===== src/hdl/csat_pkg.sv =====
package csat_pkg;

  localparam int MAX_VERTICES = 64;
  localparam int MAX_FACES    = 128;
  localparam int MAX_EDGES    = 256;
  localparam int COORD_BITS   = 16;

  localparam int VtxAw   = $clog2(MAX_VERTICES);
  localparam int FaceAw  = $clog2(MAX_FACES);
  localparam int EdgeAw  = $clog2(MAX_EDGES);
  localparam int VCntW   = VtxAw + 1;
  localparam int FCntW   = FaceAw + 1;
  localparam int ECntW   = EdgeAw + 1;

  localparam int VtxW    = 3 * COORD_BITS;
  localparam int FaceW   = VtxAw + VtxW;
  localparam int EdgeW   = 2 * VtxAw;

  // Difference of two coordinates, cross product of two differences,
  // one dot-product term and the three-term sum.
  localparam int DiffW   = COORD_BITS + 1;
  localparam int CrossW  = 2 * DiffW + 1;
  localparam int ProdW   = CrossW + DiffW;
  localparam int AccW    = ProdW + 2;

  localparam int CfgIdxW  = 3;
  localparam int CfgDataW = ECntW;

  typedef enum logic [2:0] {
    FN_VTX_A  = 3'd0,
    FN_VTX_B  = 3'd1,
    FN_FACE_A = 3'd2,
    FN_FACE_B = 3'd3,
    FN_EDGE_A = 3'd4,
    FN_EDGE_B = 3'd5,
    FN_RUN    = 3'd6
  } func_e;

  typedef enum logic [CfgIdxW-1:0] {
    REG_A_VCNT = 3'd0,
    REG_B_VCNT = 3'd1,
    REG_A_FCNT = 3'd2,
    REG_B_FCNT = 3'd3,
    REG_A_ECNT = 3'd4,
    REG_B_ECNT = 3'd5
  } reg_idx_e;

  typedef struct packed {
    logic mul_en;
    logic acc_en;
    logic acc_clr;
    logic acc_sub;
  } mac_ctrl_t;

endpackage


===== src/hdl/csat_mac.sv =====
module csat_mac (
  input  logic                                    clk_i,
  input  csat_pkg::mac_ctrl_t                     ctrl_i,
  input  logic signed [csat_pkg::CrossW-1:0]      op_a_i,
  input  logic signed [csat_pkg::DiffW-1:0]       op_b_i,
  output logic signed [csat_pkg::AccW-1:0]        acc_o
);
  import csat_pkg::*;

  logic signed [ProdW-1:0] prod_q;
  logic signed [AccW-1:0]  acc_q;
  logic signed [AccW-1:0]  base;
  logic signed [AccW-1:0]  prod_ext;

  // The product is registered before it reaches the adder.
  always_comb begin
    base     = ctrl_i.acc_clr ? '0 : acc_q;
    prod_ext = AccW'(prod_q);
  end

  always_ff @(posedge clk_i) begin
    if (ctrl_i.mul_en) begin
      prod_q <= op_a_i * op_b_i;
    end
    if (ctrl_i.acc_en) begin
      acc_q <= ctrl_i.acc_sub ? base - prod_ext : base + prod_ext;
    end
  end

  assign acc_o = acc_q;

endmodule


===== config.mk =====
export PLATFORM = sky130hd
export DESIGN_NAME = csat_mac
export DESIGN_NICKNAME = d
export VERILOG_FILES = /design/src/hdl/csat_pkg.sv /design/src/hdl/csat_mac.sv
export SDC_FILE = /design/constraint.sdc
export NUM_CORES = 2
export LEC_CHECK = 0
export ABC_CLOCK_PERIOD_IN_PS = 22500
export BUFFER_PORTS_ARGS = -buffer_cell sky130_fd_sc_hd__buf_2
export CORE_ASPECT_RATIO = 0.8
export CORE_MARGIN = 1.5
export CORE_UTILIZATION = 58
export CTS_CLUSTER_DIAMETER = 100
export DETAILED_ROUTE_END_ITERATION = 10
export PLACE_DENSITY = 0.76
export RECOVER_POWER = 100
export SYNTH_ARGS = -nofsm -noshare
export SYNTH_HDL_FRONTEND = slang
export SYNTH_SLANG_ARGS = --single-unit

===== constraint.sdc =====
create_clock -name clk_i -period 22.5 [get_ports clk_i]
set_clock_uncertainty 0.05 [all_clocks]
set_input_delay 4.5 -clock clk_i [delete_from_list [all_inputs] [get_ports clk_i]]
set_output_delay 4.5 -clock clk_i [all_outputs]
set_load 0.02 [all_outputs]

==> results.txt <==
* Mean number of vias per cell: 5.766
- Buffers inserted during clock tree synthesis total 9.
- Relative to the synthesized area, the layout overhead comes to 4.116%.
- Total wirelength of the detailed-routed design: 69860 um
- Entering global routing, the biggest net connects 55 pins.
* Worst-path cell with the longest stage delay: sky130_fd_sc_hd__clkbuf_1
- Detailed placement ended at an HPWL of 53400 um.
- Data arrives at the worst endpoint at 12620 ps.
- Remaining global-route overflow: 0
- The tool flagged a number of max-cap violations equal to 5.
- Counting both buffers and inverters, the worst setup path holds a total of 2.
- For this block, the initial DRC count from the detailed router was 1490.
- H-Tree Level Count: 3
- In this run the horizontal extent of the chip is 247.3 um.
* Violations in the final reports: capacitance limit, slew limit
- The critical path runs through a total of 20 cells.
* Final design area excluding fillers: 28830 um2
- Final Hold Viols: 0
- Wire segments on met2 add up to 33950 um in the final route.
- Clock-pin slew on the worst setup and hold paths: 80 ps
* Area share of xor/xnor cells in the synthesized design: 0.04582
* CP dominant cell by count: sky130_fd_sc_hd__fa_1
* Crit Path Category: input port to flip-flop
- Maximum buffer depth of the clock tree: 2
* Detailed-route wire length per cell: 19.21 um
- The most used flip-flop cell after synthesis is sky130_fd_sc_hd__edfxtp_1.
* Share of synthesized area occupied by flip-flops and latches: 0.1149
- Summed over all nets, wire length on met3 after detailed routing comes to 5962 um.
* Layout cells sized above 1: 0.03051
- End-of-flow core utilization: 0.6124
* Mean area per synthesized cell: 9.206 um2
* Register-to-register path setup slack: 16740 ps
- In the synthesized netlist the async set-or-reset flop fraction comes to 0.
- Count of buffers added by post-CTS timing repair for setup: 0
- Final Critical Period: 12570 ps
- For this run, the slowest stage of the critical path takes 1480 ps.
* Count of flip-flops with a built-in enable after synthesis: 106
- The number of hold buffers added after CTS was 0.
- The first global-routing pass estimated 115800 um of wire.
* Clock network latency to the later pin of the worst-skew pair: 370 ps
* Capturing instance or port of the critical path: prod_q[50]
* Cells along the critical path: clkbuf_1, nand2_1, fa_1, fa_1, fa_1, fa_1, inv_1, fa_1, fa_1, ha_1, and4_1, o21a_1, o31ai_1, a21oi_1, o2111ai_1, nand3_1, nand2_1, o311ai_0, a21oi_1, or3b_2
* CP startpoint: op_b_i[2]
* Run status: finished with violations
- Worst Path Required: 22560 ps
- TritonCTS built the clock tree.
- The path class of the tightest hold or removal check is flip-flop to flip-flop.
* Die Area: 49070 um2
* Synthesis-stage register bit count: 106
- Final Slew Violations: 235
- Leaving out fill and tap cells, the most frequent cell in the layout is sky130_fd_sc_hd__fa_1.
* Rel. slew slack: -1.232
- Detailed-route wire length on metal 1: 27370 um
- Slew @ Worst Pin: 3347 ps
- NumNets Final: 3809
- Of the total synthesized cell area, the portion taken by AND, OR, NAND and NOR gates is 0.1781.
- Combined global-route utilization of all metal layers: 0.3018
* Highest-count cells in the layout ignoring fill and taps: sky130_fd_sc_hd__fa_1, sky130_fd_sc_hd__inv_1, sky130_fd_sc_hd__nand2_1
- The root buffer cell chosen for the clock tree is sky130_fd_sc_hd__clkbuf_16.
- Total of buffers placed on input and output ports: 110
- Dividing the final minimum period by the clock period gives 0.5585.
- I/O pin cnt: 111
* First-pass iteration count of the detailed router: 7
- Fill cells in the final layout number 3971.
* Post-placement setup slack: 10690 ps
* Initial antenna violation count: 1
* Type of element launching the critical path: input port
* Startpoint of the worst register-to-register path: prod_q[0]
- Floorplan core area: 47080 um2
* Number of nets with antenna violations after detailed routing: 0
- Gate count after technology mapping: 3008
- The tree built by TritonCTS fans out to 106 sinks.
* Drc violations: 0
* R2r endpoint: acc_o[52]
* Largest family of logic cells by synthesized area: adder cells
* Top achievable clock speed: 0.07958 GHz
- After floorplanning, the core was divided into 71 placement rows.
- Final setup fails: 0
- The congestion estimate from routability-driven global placement came to 0.8903.
* Path depth of the worst reg2reg path: 21
- The portion of synthesized area spent on multiplexers is 0.0007681.
- Complex-gate fraction of the synthesized area: 0.07993
* Instance area at placement: 28590 um2
- The routed layout has 20.97k vias.
- TNS Setup: 0 ps
* Yosys cell types: 69
* Initial core utilization: 0.5881
- Counting every net in the synthesized netlist gives 3807.
- The Yosys step of the flow raised 0 warnings.
- Top routing layer in use: met4
- Die H: 198.4 um
- The number of global-route vias before repair is 22.50k.
- RSZ-0062 raised after global routing: false
- Maximum fanout along the worst path: 35
- The cell family contributing the most delay on the critical path is adder cells.
- Post-CTS Resized: 0
* Adder-cell share of the synthesized area: 0.4890
- Combined area of all synthesized cells: 27690 um2
- Critical path endpoint category: flip-flop
- In the post-route analysis, the smallest setup slack over all paths is 9935 ps.
-- flip-flops by register name, summed over array words and instances (netlist names) --
register and count:
prod_q 52, acc_o 54
-- cells in the mapped netlist (all sizes together) (5+ instances only) --
| master | instances | share of area |
|---|---|---|
| fa | 567 | 0.41 |
| inv | 552 | 0.075 |
| nand2 | 371 | 0.050 |
| and2 | 263 | 0.059 |
| ha | 175 | 0.079 |
| nor2 | 139 | 0.019 |
| a21oi | 130 | 0.024 |
| clkbuf | 123 | 0.017 |
| xnor2 | 120 | 0.038 |
| edfxtp | 106 | 0.11 |
| nor2b | 68 | 0.015 |
| o21ai | 65 | 0.012 |
| a21o | 51 | 0.014 |
| nand3 | 25 | 0.0047 |
| xor2 | 24 | 0.0076 |
| nand2b | 23 | 0.0052 |
| nor3 | 22 | 0.0040 |
| o21a | 18 | 0.0049 |
| a31oi | 14 | 0.0032 |
| and3 | 14 | 0.0032 |
| a211oi | 12 | 0.0034 |
| nor4 | 12 | 0.0027 |
| nand4 | 10 | 0.0023 |
| o21bai | 9 | 0.0024 |
| and4 | 8 | 0.0025 |
| or2 | 8 | 0.0018 |
| a2111oi | 7 | 0.0024 |
| or3 | 7 | 0.0018 |
| o211ai | 6 | 0.0016 |
| o311ai | 6 | 0.0019 |
| nor3b | 5 | 0.0014 |
-- final cells by class --
| cell class | instances | area (um2) | area share |
|---|---|---|---|
| well taps | 620 | 775.7 | 0.02691 |
| repair buffers | 114 | 501.7 | 0.01740 |
| flip-flops and latches | 106 | 3183 | 0.1104 |
| clock buffers | 9 | 225.2 | 0.007811 |
| multi-input cells | 2227 | 21950 | 0.7612 |
| diodes | 1 | 2.502 | 0.00008679 |
| inverters | 552 | 2072 | 0.07187 |
| clock inverters | 7 | 123.9 | 0.004296 |
-- tightest hold or removal path, delay by kind of cell (launching register included) --
family | cells | cell delay, ps
DFF | 1 | 400
adders and majority gates | 1 | 120
and+or+nand+nor | 1 | 90
buffers and inverters | 1 | 30
-- logic make-up (layout without fill, tap and decap cells) --
logic type      count (synthesis)  in the layout
fa+ha+maj                     742            742
flops                         106            106
other cells                     0              1
simple gates                  988            988
mux                             2              2
compound gates                351            351
xor+xnor                      144            144
buf+inv                       675            682
-- per-layer routing --
metal  vias up  global-route usage
li1       9309                   -
met1     10505              0.3994
met2       964              0.5096
met3       188             0.04398
met4         0              0.1066
met5         -                   0
-- per-stage QoR --
step | cells | hold WS (ps)
final | 3636 | 750.8
after global routing | 3636 | 773.0
after detailed placement | 3619 | 740.6
after floorplan | 3008 | 619.5
after global placement | 3619 | 734.6
after CTS | 3635 | 755.2
-- worst min-delay path by stage --
stage,startpoint,to,cells past startpoint
after floorplan,prod_q[0],acc_o[0],2
after global placement,acc_o[0],acc_o[0],3
after detailed placement,acc_o[0],acc_o[0],3
after CTS,acc_o[0],acc_o[0],3
after global routing,prod_q[0],acc_o[0],2
final,acc_o[0],acc_o[0],3
Power is left out: the tool's default activity adds up to more than one toggle a clock period on the data nets, which glitch-free logic cannot reach.
